### src/rtl/tpve_pkg.sv
// shared types, codes and constants of the three point velocity estimator
`default_nettype none

package tpve_pkg;

    localparam int WINDOW_DEF   = 3;
    localparam int HIST         = 3;
    localparam int LANES        = 4;

    localparam int TS_W         = 32;
    localparam int SWA_W        = 19;
    localparam int JA_W         = 32;
    localparam int VEL_W        = 22;
    localparam int MAXV_W       = 21;
    localparam int MINI_W       = 16;
    localparam int DIFF_W       = 33;
    localparam int SWD_W        = 21;
    localparam int MAG_W        = 32;
    localparam int NUM_W        = 52;
    localparam int CFG_IDX_W    = 2;
    localparam int CFG_DATA_W   = 21;

    localparam logic [MAXV_W-1:0] MAXV_RESET = 21'd34315;
    localparam logic [MINI_W-1:0] MINI_RESET = 16'd1;

    localparam logic signed [SWD_W-1:0] PI_Q     = 21'sd205887;
    localparam logic signed [SWD_W-1:0] TWO_PI_Q = 21'sd411775;
    localparam logic [19:0]             US_PER_S = 20'd1000000;

    localparam logic [1:0] FUNC_SWING = 2'd0;
    localparam logic [1:0] FUNC_JOINT = 2'd1;
    localparam logic [1:0] FUNC_CLEAR = 2'd2;

    localparam logic [CFG_IDX_W-1:0] REG_MAX_VELOCITY    = 2'd0;
    localparam logic [CFG_IDX_W-1:0] REG_MIN_INTERVAL_US = 2'd1;

    localparam int LANE_SWING  = 0;
    localparam int LANE_BOOM   = 1;
    localparam int LANE_ARM    = 2;
    localparam int LANE_BUCKET = 3;

    typedef enum logic [1:0] {
        LN_IDLE,
        LN_MUL,
        LN_DIV,
        LN_FIN
    } lane_state_t;

    typedef enum logic [1:0] {
        CT_IDLE,
        CT_START,
        CT_WAIT
    } ctrl_state_t;

    typedef struct packed {
        logic                    done;
        logic signed [VEL_W-1:0] vel;
    } lane_res_t;

endpackage

`default_nettype wire

### src/rtl/tpve_lane.sv
// one velocity lane: scale by 1e6, serial restoring divide by dt, clamp and sign
`default_nettype none

module tpve_lane (
    input  wire logic                                   clk,
    input  wire logic                                   rst_n,
    input  wire logic                                   start,
    input  wire logic                                   take,
    input  wire logic signed [tpve_pkg::DIFF_W-1:0]     diff,
    input  wire logic        [tpve_pkg::TS_W-1:0]       dt,
    input  wire logic                                   enable,
    input  wire logic        [tpve_pkg::MAXV_W-1:0]     max_velocity,
    output tpve_pkg::lane_res_t                         res
);

    localparam int NUM_W = tpve_pkg::NUM_W;
    localparam int CNT_W = $clog2(NUM_W);

    tpve_pkg::lane_state_t state_reg, state_next;

    logic [CNT_W-1:0]               cnt_reg;
    logic                           neg_reg;
    logic                           en_reg;
    logic [tpve_pkg::MAG_W-1:0]     mag_reg;
    logic [tpve_pkg::TS_W-1:0]      dt_reg;
    logic [NUM_W-1:0]               prod_reg;
    logic [tpve_pkg::TS_W-1:0]      rem_reg;
    logic [tpve_pkg::VEL_W-1:0]     quo_reg;
    logic                           ovf_reg;

    logic [tpve_pkg::TS_W:0]        rem_sh;
    logic                           ge;
    logic [tpve_pkg::TS_W-1:0]      rem_next;
    logic                           last_step;
    logic                           sat;
    logic [tpve_pkg::VEL_W-1:0]     mag_out;
    logic [tpve_pkg::DIFF_W-1:0]    diff_neg;

    assign rem_sh    = {rem_reg, prod_reg[NUM_W-1]};
    assign ge        = rem_sh >= {1'b0, dt_reg};
    assign rem_next  = ge ? tpve_pkg::TS_W'(rem_sh - {1'b0, dt_reg})
                          : rem_sh[tpve_pkg::TS_W-1:0];
    assign last_step = cnt_reg == CNT_W'(NUM_W - 1);
    assign diff_neg  = -diff;

    // next state
    always_comb
    begin
        state_next = state_reg;
        unique case (state_reg)
            tpve_pkg::LN_IDLE:
            begin
                if (start)
                begin
                    state_next = tpve_pkg::LN_MUL;
                end
            end
            tpve_pkg::LN_MUL:
            begin
                state_next = tpve_pkg::LN_DIV;
            end
            tpve_pkg::LN_DIV:
            begin
                if (last_step)
                begin
                    state_next = tpve_pkg::LN_FIN;
                end
            end
            tpve_pkg::LN_FIN:
            begin
                if (take)
                begin
                    state_next = tpve_pkg::LN_IDLE;
                end
            end
            default:
            begin
                state_next = tpve_pkg::LN_IDLE;
            end
        endcase
    end

    // outputs
    always_comb
    begin
        sat      = ovf_reg || (quo_reg > {1'b0, max_velocity});
        mag_out  = sat ? {1'b0, max_velocity} : quo_reg;
        res.done = state_reg == tpve_pkg::LN_FIN;
        if (!en_reg)
        begin
            res.vel = '0;
        end
        else if (neg_reg)
        begin
            res.vel = -$signed(mag_out);
        end
        else
        begin
            res.vel = $signed(mag_out);
        end
    end

    always_ff @(posedge clk or negedge rst_n)
    begin
        if (!rst_n)
        begin
            state_reg <= tpve_pkg::LN_IDLE;
            cnt_reg   <= '0;
        end
        else
        begin
            state_reg <= state_next;
            if (state_reg == tpve_pkg::LN_DIV)
            begin
                cnt_reg <= last_step ? '0 : cnt_reg + CNT_W'(1);
            end
            else
            begin
                cnt_reg <= '0;
            end
        end
    end

    always_ff @(posedge clk)
    begin
        unique case (state_reg)
            tpve_pkg::LN_IDLE:
            begin
                if (start)
                begin
                    neg_reg <= diff[tpve_pkg::DIFF_W-1];
                    mag_reg <= diff[tpve_pkg::DIFF_W-1]
                               ? diff_neg[tpve_pkg::MAG_W-1:0]
                               : diff[tpve_pkg::MAG_W-1:0];
                    dt_reg  <= dt;
                    en_reg  <= enable;
                end
            end
            tpve_pkg::LN_MUL:
            begin
                prod_reg <= NUM_W'(mag_reg) * NUM_W'(tpve_pkg::US_PER_S);
                rem_reg  <= '0;
                quo_reg  <= '0;
                ovf_reg  <= 1'b0;
            end
            tpve_pkg::LN_DIV:
            begin
                prod_reg <= {prod_reg[NUM_W-2:0], 1'b0};
                rem_reg  <= rem_next;
                quo_reg  <= {quo_reg[tpve_pkg::VEL_W-2:0], ge};
                ovf_reg  <= ovf_reg | quo_reg[tpve_pkg::VEL_W-1];
            end
            tpve_pkg::LN_FIN:
            begin
                prod_reg <= prod_reg;
            end
            default:
            begin
                prod_reg <= prod_reg;
            end
        endcase
    end

    a_start_when_idle: assert property (@(posedge clk) disable iff (!rst_n)
        start |-> state_reg == tpve_pkg::LN_IDLE)
        else $error("lane started while busy");

    a_take_when_done: assert property (@(posedge clk) disable iff (!rst_n)
        take |-> res.done)
        else $error("lane result taken before it was ready");

    a_fin_from_div: assert property (@(posedge clk) disable iff (!rst_n)
        $rose(res.done) |-> $past(state_reg) == tpve_pkg::LN_DIV)
        else $error("lane finished without a full divide");

endmodule

`default_nettype wire

### src/rtl/tpve_merge.sv
// merging stage: gathers the lane results into the result register
`default_nettype none

module tpve_merge (
    input  wire logic                                       clk,
    input  wire logic                                       rst_n,
    input  wire tpve_pkg::lane_res_t [tpve_pkg::LANES-1:0]  lane_res,
    input  wire logic                                       result_stall,
    output logic                                            take,
    output logic                                            result_valid,
    output logic signed [tpve_pkg::VEL_W-1:0]               swing_velocity,
    output logic signed [tpve_pkg::VEL_W-1:0]               boom_velocity,
    output logic signed [tpve_pkg::VEL_W-1:0]               arm_velocity,
    output logic signed [tpve_pkg::VEL_W-1:0]               bucket_velocity
);

    logic                         valid_reg, valid_next;
    logic [tpve_pkg::LANES-1:0]   done_vec;
    logic signed [tpve_pkg::VEL_W-1:0] vel_reg [tpve_pkg::LANES];

    always_comb
    begin
        for (int i = 0; i < tpve_pkg::LANES; i++)
        begin
            done_vec[i] = lane_res[i].done;
        end
    end

    assign take = (&done_vec) && (!valid_reg || !result_stall);

    always_comb
    begin
        priority if (take)
        begin
            valid_next = 1'b1;
        end
        else if (!result_stall)
        begin
            valid_next = 1'b0;
        end
        else
        begin
            valid_next = valid_reg;
        end
    end

    always_ff @(posedge clk or negedge rst_n)
    begin
        if (!rst_n)
        begin
            valid_reg <= 1'b0;
        end
        else
        begin
            valid_reg <= valid_next;
        end
    end

    always_ff @(posedge clk)
    begin
        if (take)
        begin
            for (int i = 0; i < tpve_pkg::LANES; i++)
            begin
                vel_reg[i] <= lane_res[i].vel;
            end
        end
    end

    assign result_valid    = valid_reg;
    assign swing_velocity  = vel_reg[tpve_pkg::LANE_SWING];
    assign boom_velocity   = vel_reg[tpve_pkg::LANE_BOOM];
    assign arm_velocity    = vel_reg[tpve_pkg::LANE_ARM];
    assign bucket_velocity = vel_reg[tpve_pkg::LANE_BUCKET];

endmodule

`default_nettype wire

### src/rtl/three_point_velocity_estimator_unit.sv
// top level: sample histories, item control, four velocity lanes and the merging stage
//
// The unit takes one item at a time and returns one result per item. The histories
// are updated at the item transfer itself; the control then starts the lanes, and
// each lane loads its operands, does the scaling multiply and the 52-step bit-serial
// restoring divide, and the merging stage moves the result into the output register;
// the four lanes (swing, boom, arm, bucket) run side by side. The next item is taken
// as soon as the result sits in the output register, even if it has not yet been
// transferred; a result stall on a full output register keeps the result in the
// lanes and so holds off the next item. No clearing pass follows reset.
`default_nettype none

module three_point_velocity_estimator_unit #(
    parameter int WINDOW = tpve_pkg::WINDOW_DEF
) (
    input  wire logic                                       clk,
    input  wire logic                                       rst_n,
    input  wire logic                                       item_valid,
    output logic                                            item_stall,
    input  wire logic        [1:0]                          func,
    input  wire logic        [tpve_pkg::TS_W-1:0]           timestamp_us,
    input  wire logic        [tpve_pkg::SWA_W-1:0]          swing_angle,
    input  wire logic signed [tpve_pkg::JA_W-1:0]           boom_angle,
    input  wire logic signed [tpve_pkg::JA_W-1:0]           arm_angle,
    input  wire logic signed [tpve_pkg::JA_W-1:0]           bucket_angle,
    output logic                                            result_valid,
    input  wire logic                                       result_stall,
    output logic signed [tpve_pkg::VEL_W-1:0]               swing_velocity,
    output logic signed [tpve_pkg::VEL_W-1:0]               boom_velocity,
    output logic signed [tpve_pkg::VEL_W-1:0]               arm_velocity,
    output logic signed [tpve_pkg::VEL_W-1:0]               bucket_velocity,
    input  wire logic                                       cfg_valid,
    output logic                                            cfg_ready,
    input  wire logic        [tpve_pkg::CFG_IDX_W-1:0]      cfg_index,
    input  wire logic        [tpve_pkg::CFG_DATA_W-1:0]     cfg_data
);

    localparam int  CNT_W   = $clog2(WINDOW + 1);
    localparam bit  HAS_VEL = WINDOW >= tpve_pkg::HIST;
    localparam int  HIST    = tpve_pkg::HIST;
    localparam int  LANES   = tpve_pkg::LANES;
    localparam int  DIFF_W  = tpve_pkg::DIFF_W;
    localparam int  SWD_W   = tpve_pkg::SWD_W;

    tpve_pkg::ctrl_state_t state_reg, state_next;

    logic [tpve_pkg::MAXV_W-1:0]    max_velocity_reg;
    logic [tpve_pkg::MINI_W-1:0]    min_interval_reg;

    logic [CNT_W-1:0]               swing_cnt_reg, swing_cnt_next;
    logic [CNT_W-1:0]               joint_cnt_reg, joint_cnt_next;

    logic        [tpve_pkg::TS_W-1:0]  st_reg [HIST];
    logic        [tpve_pkg::SWA_W-1:0] sa_reg [HIST];
    logic        [tpve_pkg::TS_W-1:0]  jt_reg [HIST];
    logic signed [tpve_pkg::JA_W-1:0]  jb_reg [HIST];
    logic signed [tpve_pkg::JA_W-1:0]  ja_reg [HIST];
    logic signed [tpve_pkg::JA_W-1:0]  jk_reg [HIST];

    logic                           item_xfer;
    logic                           lane_start;
    logic                           take;

    logic [tpve_pkg::TS_W-1:0]      dt_s, dt_j;
    logic signed [SWD_W-1:0]        sd0, sd1, sd2;
    logic                           en_s, en_j;

    logic signed [DIFF_W-1:0]       lane_diff [LANES];
    logic [tpve_pkg::TS_W-1:0]      lane_dt   [LANES];
    logic                           lane_en   [LANES];
    tpve_pkg::lane_res_t [LANES-1:0] lane_res;

    assign item_xfer = item_valid && !item_stall;
    assign cfg_ready = 1'b1;

    // control: next state
    always_comb
    begin
        state_next = state_reg;
        unique case (state_reg)
            tpve_pkg::CT_IDLE:
            begin
                if (item_valid)
                begin
                    state_next = tpve_pkg::CT_START;
                end
            end
            tpve_pkg::CT_START:
            begin
                state_next = tpve_pkg::CT_WAIT;
            end
            tpve_pkg::CT_WAIT:
            begin
                if (take)
                begin
                    state_next = tpve_pkg::CT_IDLE;
                end
            end
            default:
            begin
                state_next = tpve_pkg::CT_IDLE;
            end
        endcase
    end

    // control: outputs
    always_comb
    begin
        item_stall = state_reg != tpve_pkg::CT_IDLE;
        lane_start = state_reg == tpve_pkg::CT_START;
    end

    // history counts
    always_comb
    begin
        swing_cnt_next = swing_cnt_reg;
        joint_cnt_next = joint_cnt_reg;
        if (item_xfer)
        begin
            unique case (func)
                tpve_pkg::FUNC_SWING:
                begin
                    if (swing_cnt_reg != CNT_W'(WINDOW))
                    begin
                        swing_cnt_next = swing_cnt_reg + CNT_W'(1);
                    end
                end
                tpve_pkg::FUNC_JOINT:
                begin
                    if (joint_cnt_reg != CNT_W'(WINDOW))
                    begin
                        joint_cnt_next = joint_cnt_reg + CNT_W'(1);
                    end
                end
                tpve_pkg::FUNC_CLEAR:
                begin
                    swing_cnt_next = '0;
                    joint_cnt_next = '0;
                end
                default:
                begin
                    swing_cnt_next = swing_cnt_reg;
                end
            endcase
        end
    end

    always_ff @(posedge clk or negedge rst_n)
    begin
        if (!rst_n)
        begin
            state_reg        <= tpve_pkg::CT_IDLE;
            swing_cnt_reg    <= '0;
            joint_cnt_reg    <= '0;
            max_velocity_reg <= tpve_pkg::MAXV_RESET;
            min_interval_reg <= tpve_pkg::MINI_RESET;
        end
        else
        begin
            state_reg     <= state_next;
            swing_cnt_reg <= swing_cnt_next;
            joint_cnt_reg <= joint_cnt_next;
            if (cfg_valid && cfg_ready)
            begin
                if (cfg_index == tpve_pkg::REG_MAX_VELOCITY)
                begin
                    max_velocity_reg <= cfg_data;
                end
                if (cfg_index == tpve_pkg::REG_MIN_INTERVAL_US)
                begin
                    min_interval_reg <= cfg_data[tpve_pkg::MINI_W-1:0];
                end
            end
        end
    end

    // sample histories, newest at tap zero
    always_ff @(posedge clk)
    begin
        if (item_xfer && func == tpve_pkg::FUNC_SWING)
        begin
            st_reg[0] <= timestamp_us;
            sa_reg[0] <= swing_angle;
            for (int i = 1; i < HIST; i++)
            begin
                st_reg[i] <= st_reg[i-1];
                sa_reg[i] <= sa_reg[i-1];
            end
        end
        if (item_xfer && func == tpve_pkg::FUNC_JOINT)
        begin
            jt_reg[0] <= timestamp_us;
            jb_reg[0] <= boom_angle;
            ja_reg[0] <= arm_angle;
            jk_reg[0] <= bucket_angle;
            for (int i = 1; i < HIST; i++)
            begin
                jt_reg[i] <= jt_reg[i-1];
                jb_reg[i] <= jb_reg[i-1];
                ja_reg[i] <= ja_reg[i-1];
                jk_reg[i] <= jk_reg[i-1];
            end
        end
    end

    // differences between newest and third-newest sample
    always_comb
    begin
        dt_s = st_reg[0] - st_reg[HIST-1];
        dt_j = jt_reg[0] - jt_reg[HIST-1];

        sd0 = $signed({2'b00, sa_reg[0]}) - $signed({2'b00, sa_reg[HIST-1]});
        sd1 = (sd0 > tpve_pkg::PI_Q) ? sd0 - tpve_pkg::TWO_PI_Q : sd0;
        sd2 = (sd1 <= -tpve_pkg::PI_Q) ? sd1 + tpve_pkg::TWO_PI_Q : sd1;

        en_s = HAS_VEL && (swing_cnt_reg >= CNT_W'(HIST))
               && (dt_s > {16'b0, min_interval_reg});
        en_j = HAS_VEL && (joint_cnt_reg >= CNT_W'(HIST))
               && (dt_j > {16'b0, min_interval_reg});

        lane_diff[tpve_pkg::LANE_SWING]  = {{(DIFF_W - SWD_W){sd2[SWD_W-1]}}, sd2};
        lane_diff[tpve_pkg::LANE_BOOM]   = {jb_reg[0][31], jb_reg[0]}
                                         - {jb_reg[HIST-1][31], jb_reg[HIST-1]};
        lane_diff[tpve_pkg::LANE_ARM]    = {ja_reg[0][31], ja_reg[0]}
                                         - {ja_reg[HIST-1][31], ja_reg[HIST-1]};
        lane_diff[tpve_pkg::LANE_BUCKET] = {jk_reg[0][31], jk_reg[0]}
                                         - {jk_reg[HIST-1][31], jk_reg[HIST-1]};

        lane_dt[tpve_pkg::LANE_SWING]  = dt_s;
        lane_dt[tpve_pkg::LANE_BOOM]   = dt_j;
        lane_dt[tpve_pkg::LANE_ARM]    = dt_j;
        lane_dt[tpve_pkg::LANE_BUCKET] = dt_j;

        lane_en[tpve_pkg::LANE_SWING]  = en_s;
        lane_en[tpve_pkg::LANE_BOOM]   = en_j;
        lane_en[tpve_pkg::LANE_ARM]    = en_j;
        lane_en[tpve_pkg::LANE_BUCKET] = en_j;
    end

    for (genvar g = 0; g < LANES; g++)
    begin : g_lane
        tpve_lane u_lane (
            .clk          (clk),
            .rst_n        (rst_n),
            .start        (lane_start),
            .take         (take),
            .diff         (lane_diff[g]),
            .dt           (lane_dt[g]),
            .enable       (lane_en[g]),
            .max_velocity (max_velocity_reg),
            .res          (lane_res[g])
        );
    end

    tpve_merge u_merge (
        .clk             (clk),
        .rst_n           (rst_n),
        .lane_res        (lane_res),
        .result_stall    (result_stall),
        .take            (take),
        .result_valid    (result_valid),
        .swing_velocity  (swing_velocity),
        .boom_velocity   (boom_velocity),
        .arm_velocity    (arm_velocity),
        .bucket_velocity (bucket_velocity)
    );

endmodule

`default_nettype wire
### config.mk
export PLATFORM = sky130hd
export DESIGN_NAME = three_point_velocity_estimator_unit
export DESIGN_NICKNAME = d
export VERILOG_FILES = /design/src/rtl/tpve_pkg.sv /design/src/rtl/tpve_lane.sv /design/src/rtl/tpve_merge.sv /design/src/rtl/three_point_velocity_estimator_unit.sv
export SDC_FILE = /design/constraint.sdc
export NUM_CORES = 2
export LEC_CHECK = 0
export ABC_AREA = 0
export BUFFER_PORTS_ARGS = -buffer_cell sky130_fd_sc_hd__buf_2
export CORE_MARGIN = 2
export CORE_UTILIZATION = 40
export DETAILED_ROUTE_END_ITERATION = 16
export GPL_ROUTABILITY_DRIVEN = 0
export PLACE_DENSITY = 0.64
export SETUP_SLACK_MARGIN = 0.05
export SLEW_MARGIN = 20
export SYNTH_ARGS = -nofsm -noshare
export SYNTH_HDL_FRONTEND = slang
export SYNTH_SLANG_ARGS = --single-unit
export TNS_END_PERCENT = 20
### constraint.sdc
create_clock -name clk -period 17.9 [get_ports clk]
set_input_delay 2.685 -clock clk [delete_from_list [all_inputs] [get_ports clk]]
set_output_delay 2.685 -clock clk [all_outputs]
set_load 0.02 [all_outputs]
* After elaboration in Yosys (flattened, before gate mapping)
Memories as Yosys holds them, arrays and structs flattened.
Cells that the tools add are included.
** Word-level totals
- Bits in registers :: 768
- RAM bits :: 625
- Bits of input ports :: 177
- Logic and storage cells :: 254
- Memories :: 7
** Memories
- ja_reg :: words 3, width 32, rd ports 3, clocked after Yosys merged registers in 0, wr ports 3, line three_point_velocity_estimator_unit.sv:57 : logic signed [tpve_pkg::JA_W-1:0] ja_reg [HIST];
- jb_reg :: words 3, width 32, rd ports 3, clocked after Yosys merged registers in 0, wr ports 3, line three_point_velocity_estimator_unit.sv:56 : logic signed [tpve_pkg::JA_W-1:0] jb_reg [HIST];
- jk_reg :: words 3, width 32, rd ports 3, clocked after Yosys merged registers in 0, wr ports 3, line three_point_velocity_estimator_unit.sv:58 : logic signed [tpve_pkg::JA_W-1:0] jk_reg [HIST];
- jt_reg :: words 3, width 32, rd ports 3, clocked after Yosys merged registers in 0, wr ports 3, line three_point_velocity_estimator_unit.sv:55 : logic [tpve_pkg::TS_W-1:0] jt_reg [HIST];
- st_reg :: words 3, width 32, rd ports 3, clocked after Yosys merged registers in 0, wr ports 3, line three_point_velocity_estimator_unit.sv:53 : logic [tpve_pkg::TS_W-1:0] st_reg [HIST];
- u_merge.vel_reg :: words 4, width 22, rd ports 4, clocked after Yosys merged registers in 0, wr ports 4, line tpve_merge.sv:19 : logic signed [tpve_pkg::VEL_W-1:0] vel_reg [tpve_pkg::LANES];
- 1 more memories
** Operators by class
- Add/sub/neg operators :: 26
- Multipliers :: 4
- $lt $le $gt $ge :: 14
- Eq/ne operators :: 40
- Multiplexer cells :: 70
- Bitwise operators :: 4
- Reduce and logical (&&, ||, !) cells :: 42
** Operators with widths (count)
- $pmux W52 S2 :: 4
- $mux W22 :: 12
- $pmux W32 S2 :: 4
- $mux W32 :: 7
- $sub A32 B32 Y32 :: 6
- $mul A32 B14 Y46 const B :: 4
- $pmux W22 S2 :: 4
- $ge A33 B32 Y1 :: 4
- $sub A32 B32 Y33 :: 3
- $neg A32 Y32 :: 3
- $gt A22 B21 Y1 :: 4
- $neg A22 Y22 :: 4
- $gt A32 B16 Y1 :: 2
- $mux W6 :: 8
- $mux W21 :: 2
- $neg A21 Y32 :: 1
- $pmux W2 S4 :: 4
- $add A6 B1 Y6 const B :: 4
- $eq A6 B6 Y1 const B :: 4
- $ne A2 B2 Y1 const B :: 11
- $add A21 B20 Y21 const B :: 1
- $le A21 B19 Y1 const B :: 1
- $sub A20 B20 Y21 const B :: 1
- $eq A2 B2 Y1 const B :: 10
- 21 further kinds :: 92

* Depth between registers and ports, before layout
An unclocked memory read counts as a cell.
- Depth in word-level cells :: 8
- Mapped depth :: 29
- Depth with buffers taken out :: 28

* By module
From an unflattened synthesis, not the netlist that was laid out.
** Second synthesis, totals
- Cells, all modules :: 9560
- Area total of the unflattened synthesis :: 102432.0 um^2
** Modules (own cells, without submodules)
- three_point_velocity_estimator_unit :: times used 1, cells each 2289, area an instance 28816.4 um^2
- tpve_lane at g_lane[3].u_lane :: times used 1, cells each 1869, area an instance 18058.6 um^2
- tpve_lane at g_lane[2].u_lane :: times used 1, cells each 1811, area an instance 17794.6 um^2
- tpve_lane at g_lane[1].u_lane :: times used 1, cells each 1755, area an instance 17556.8 um^2
- tpve_lane at g_lane[0].u_lane :: times used 1, cells each 1743, area an instance 17515.5 um^2
- tpve_merge :: times used 1, cells each 93, area an instance 2690.1 um^2

* Worst setup path before layout
No wires, ideal clock.
- Path kind :: input to register
- From :: in item_valid
- To :: mem ja_reg[0][0] (netlist name), enable pin
- Arrival time :: 19012 ps
- Required time :: 16761 ps
- Slack :: -2251 ps
- Cell stages on the path :: 3
- Path buffers :: 0
- Cells stage by stage :: inv_1 or3_1 nor2_1
** RTL lines
- start, declared :: line three_point_velocity_estimator_unit.sv:18 : input wire logic item_valid,
- end, declared :: line three_point_velocity_estimator_unit.sv:57

* Worst setup path after layout
- From :: reg g_lane[1].u_lane.mag_reg[10] (netlist name)
- To :: reg g_lane[1].u_lane.prod_reg[50], data pin
** On the way
- Cells in the longest elaborated chain, start to end :: 2
** Ends and longest elaborated chain
- start, declared :: line tpve_lane.sv:24 : logic [tpve_pkg::MAG_W-1:0] mag_reg;
- start signal, assigned :: line tpve_lane.sv:132 : mag_reg <= diff[tpve_pkg::DIFF_W-1]
- $mul A32 B14 Y46 :: line tpve_lane.sv:141 : prod_reg <= NUM_W'(mag_reg) * NUM_W'(tpve_pkg::US_PER_S);
- $pmux W52 S2 :: line tpve_lane.sv:126 : unique case (state_reg)
- end signal, assigned :: line tpve_lane.sv:141
- end signal, assigned :: line tpve_lane.sv:148 : prod_reg <= {prod_reg[NUM_W-2:0], 1'b0};
- end signal, assigned :: line tpve_lane.sv:155 : prod_reg <= prod_reg;
- end, declared :: line tpve_lane.sv:26 : logic [NUM_W-1:0] prod_reg;
Every way passes these cells. The select of a mux whose other input is x is not followed.
A chain may end at the register's enable or synchronous reset.

==> impl_metrics.yaml <==
timing:
  maxSlewHeadroom_pct: 25.7
  setup_ws_ps: 10470
  grt_setup_unrepaired: "false"
  clock_skew_ps: 54.6
  fin_crit_sh_pct: 41.5
  hold_violations: 0
  slew_violations: 0
  period_needed_ps: 7430
  setup_viol: 0
  fmax_mhz: 135
  setup_tns_ps: 0
  tightest_slew_ps: 1090
cts:
  cts_made_buffers: 160
  ctsHtreeMaxLevel: 4
  ctsResizeCount: 0
  insertion_delay_ps: 830
  ctsHoldBuffers: 0
  post_cts_buffers: 0
  clockBufferDepth: 3
  cts_tree: "built"
  cts.sinks: 1369
  cts-root-buf: "clkbuf_16"
  clk_pin_slew_ps: 60
power_and_ir_drop:
  p_leak_nw: 46.2
  pwr_density_cell_mw_per_mm2: 75.3
  total_power_mw: 8.19
  vdd_drop_max_v: 0.0000756
cells_and_area:
  largest_register_ffs: 184
  area_growth_pct: 11.1
  multi_input_area_mm2: 0.0528
  nNetsFinal: 10800
  drive_gt1_share_pct: 7.86
  seq_area_mm2: 0.0407
  fillCellCount: 22400
yosys:
  synthFlopType: "edfxtp_1"
  netlist_instances: 8696
  synth_top_area_share_pct: 39.7
  syn_avg_cell_area_um2: 11.3
  yosysUniqueCellTypes: 96
  synth_largest_area_cell: "edfxtp_1"
  synth_area_leaders: "edfxtp_1 (40%), ha_1 (14%), fa_1 (11%)"
  synth_seq_cells: 1369
  synth-edff-count: 1293
  yosys_warnings: 0
  seq_area_frac_synth_pct: 41.6
  synth_area_mm2: 0.0979
  async_flop_share_pct: 5.55
placement:
  portBuffers: 266
  post-place-ws_ps: 10470
  dpl.hpwl_um: 158000
detailed_routing:
  wire_per_inst_um: 16.7
  ant_nets: 0
  dr.pass1.iters: 8
  vias: 64300
  wl_um: 207000
  via_per_inst: 5.20
  drcViolationCount: 0
  drtIter0Drc: 4129
setup_path:
  arrival_ps: 7970
  slowest_delay_ps: 600
  crit_top_cell: "fa_1"
  critPathLaunchType: "register"
  worstPathMaxFanout: 7
  cpMaxStageDelayCell: "edfxtp_1"
  cp.required_ps: 18440
  end_kind: "register"
  path_class: "reg2reg"
floorplanning:
  die_w_um: 499
  start_util_pct: 40.2
  ios: 268
  dieHeight_um: 499
  dieArea_mm2: 0.249
  num_rows: 181
  core_region_area_mm2: 0.243
grt:
  antenna_found_initial: 12
  grt_pass1_wl_um: 337000
  track_usage_pct: 16.6
  overflow: 0
  grt_pass1_vias: 64500
  grt_start_max_net_pins: 169
run:
  drv_cap: 0
status:
  outcome: "finished, final reports clean"
worst_hold_path:
  hold_path_class: "reg2reg"
-- kinds of logic (layout without fill, tap and decap cells) --
kind of cell | count (synthesis) | after routing | synth area share, %
simple gates | 2040 | 2040 | 10.4
flops | 1369 | 1369 | 41.6
mux | 231 | 231 | 2.44
compound gates | 1643 | 1643 | 10.7
fa+ha+maj | 1616 | 1616 | 24.9
other cells | 2 | 20 | 0.00767
xor+xnor | 589 | 589 | 5.29
buf+inv | 1206 | 1670 | 4.64
-- worst max-delay path: cells and delay by family (launching register included) --
kind / cells / cell delay (ps)
AOI/OAI and AO/OA: 11 / 2230
xor gates and xnor gates: 1 / 160
DFF: 1 / 600
and+or+nand+nor: 5 / 870
adders and majority gates: 7 / 3200
buffers and inverters: 2 / 90
-- layout make-up --
| type | count | share of cell area (%) |
|---|---|---|
| clock buffers | 195 | 3.89 |
| well taps | 3202 | 3.68 |
| multi-input cells | 6132 | 48.6 |
| repair buffers | 323 | 1.68 |
| inverters | 1045 | 3.61 |
| diodes | 7 | 0.0161 |
| flip-flops and latches | 1369 | 37.5 |
| clock inverters | 107 | 1.08 |
-- layout by cell type, fill, tap and decap left out, types with 37 or more instances in the layout --
cell type and count:
clkbuf_16 162, a21oi_1 397, o21a_1 99, o21bai_1 67
a31oi_1 53, edfxtp_1 1293, mux2_2 62, mux2i_1 169
xnor2_1 358, or3_1 62, nor2_1 381, o21ai_0 457
inv_1 1042, o31ai_1 55, nand3_1 179, buf_4 51
dfrtp_1 69, a211oi_1 55, nor2b_1 162, nand4_1 67
nand2b_1 72, and3_1 77, nor3_1 163, clkinv_1 37
buf_2 265, and2_1 177, ha_1 1058, nand2_1 533
a21o_1 177, xor2_1 229, fa_1 550
-- Yosys cell counts (all sizes together), types with 23 or more instances --
library cell / count
nand3: 179
mux2: 62
o21ai: 465
edfxtp: 1293
inv: 1044
o211ai: 31
fa: 550
nor2: 385
a31oi: 53
a211oi: 57
a211o: 23
a21boi: 34
or2: 36
ha: 1066
a21o: 177
or3: 62
nor4: 33
clkbuf: 135
o21a: 99
nand4: 67
nand2: 535
o21bai: 67
and2: 182
xnor2: 360
mux2i: 169
and3: 78
o31ai: 55
dfrtp: 69
xor2: 229
nor2b: 162
buf: 26
nor3: 164
a21oi: 398
nand2b: 74
-- routing by layer --
| layer | vias up | GRT usage [%] | share of wire [%] |
|---|---|---|---|
| met1 | 31200 | 22.2 | 45 |
| met4 | 6 | 5.01 | 2.8 |
| met3 | 327 | 2.85 | 4.8 |
| li1 | 31500 | - | - |
| met5 | - | 0 | 0.015 |
| met2 | 1311 | 27.4 | 47 |
-- final timing paths --
path,endpoint,cells after the start,from,slack (ps)
worst max-delay path,g_lane[1].u_lane.prod_reg[50],26,g_lane[1].u_lane.mag_reg[10],10470
worst min-delay path,jb_reg[0][78],0,jb_reg[0][46],410
worst max register to register,g_lane[1].u_lane.prod_reg[50],26,g_lane[1].u_lane.mag_reg[10],10470
worst min register to register,jb_reg[0][78],0,jb_reg[0][46],410
max in group asynchronous,g_lane[2].u_lane.cnt_reg[0],2,rst_n,14970
min in group asynchronous,max_velocity_reg[13],1,rst_n,1730
-- per-stage QoR --
| stage | area, µm² | hold slack [ps] | util [%] | std cells |
|---|---|---|---|---|
| floorplan | 97900 | 400 | - | 8707 |
| global placement | 103000 | 400 | 42.4 | 12100 |
| detailed placement | 103000 | 405 | 42.4 | 12100 |
| CTS | 109000 | 412 | 44.7 | 12400 |
| global route | 109000 | 419 | 44.7 | 12400 |
| finish | 109000 | 405 | 44.7 | 12400 |
-- report_power, final --
| group | switching, mW | internal [mW] |
|---|---|---|
| combinational | 0.704 | 0.434 |
| sequential | 0.0648 | 3.64 |
| clock | 1.38 | 1.96 |
| total | 2.15 | 6.04 |
(Power assumes the default switching activity.)
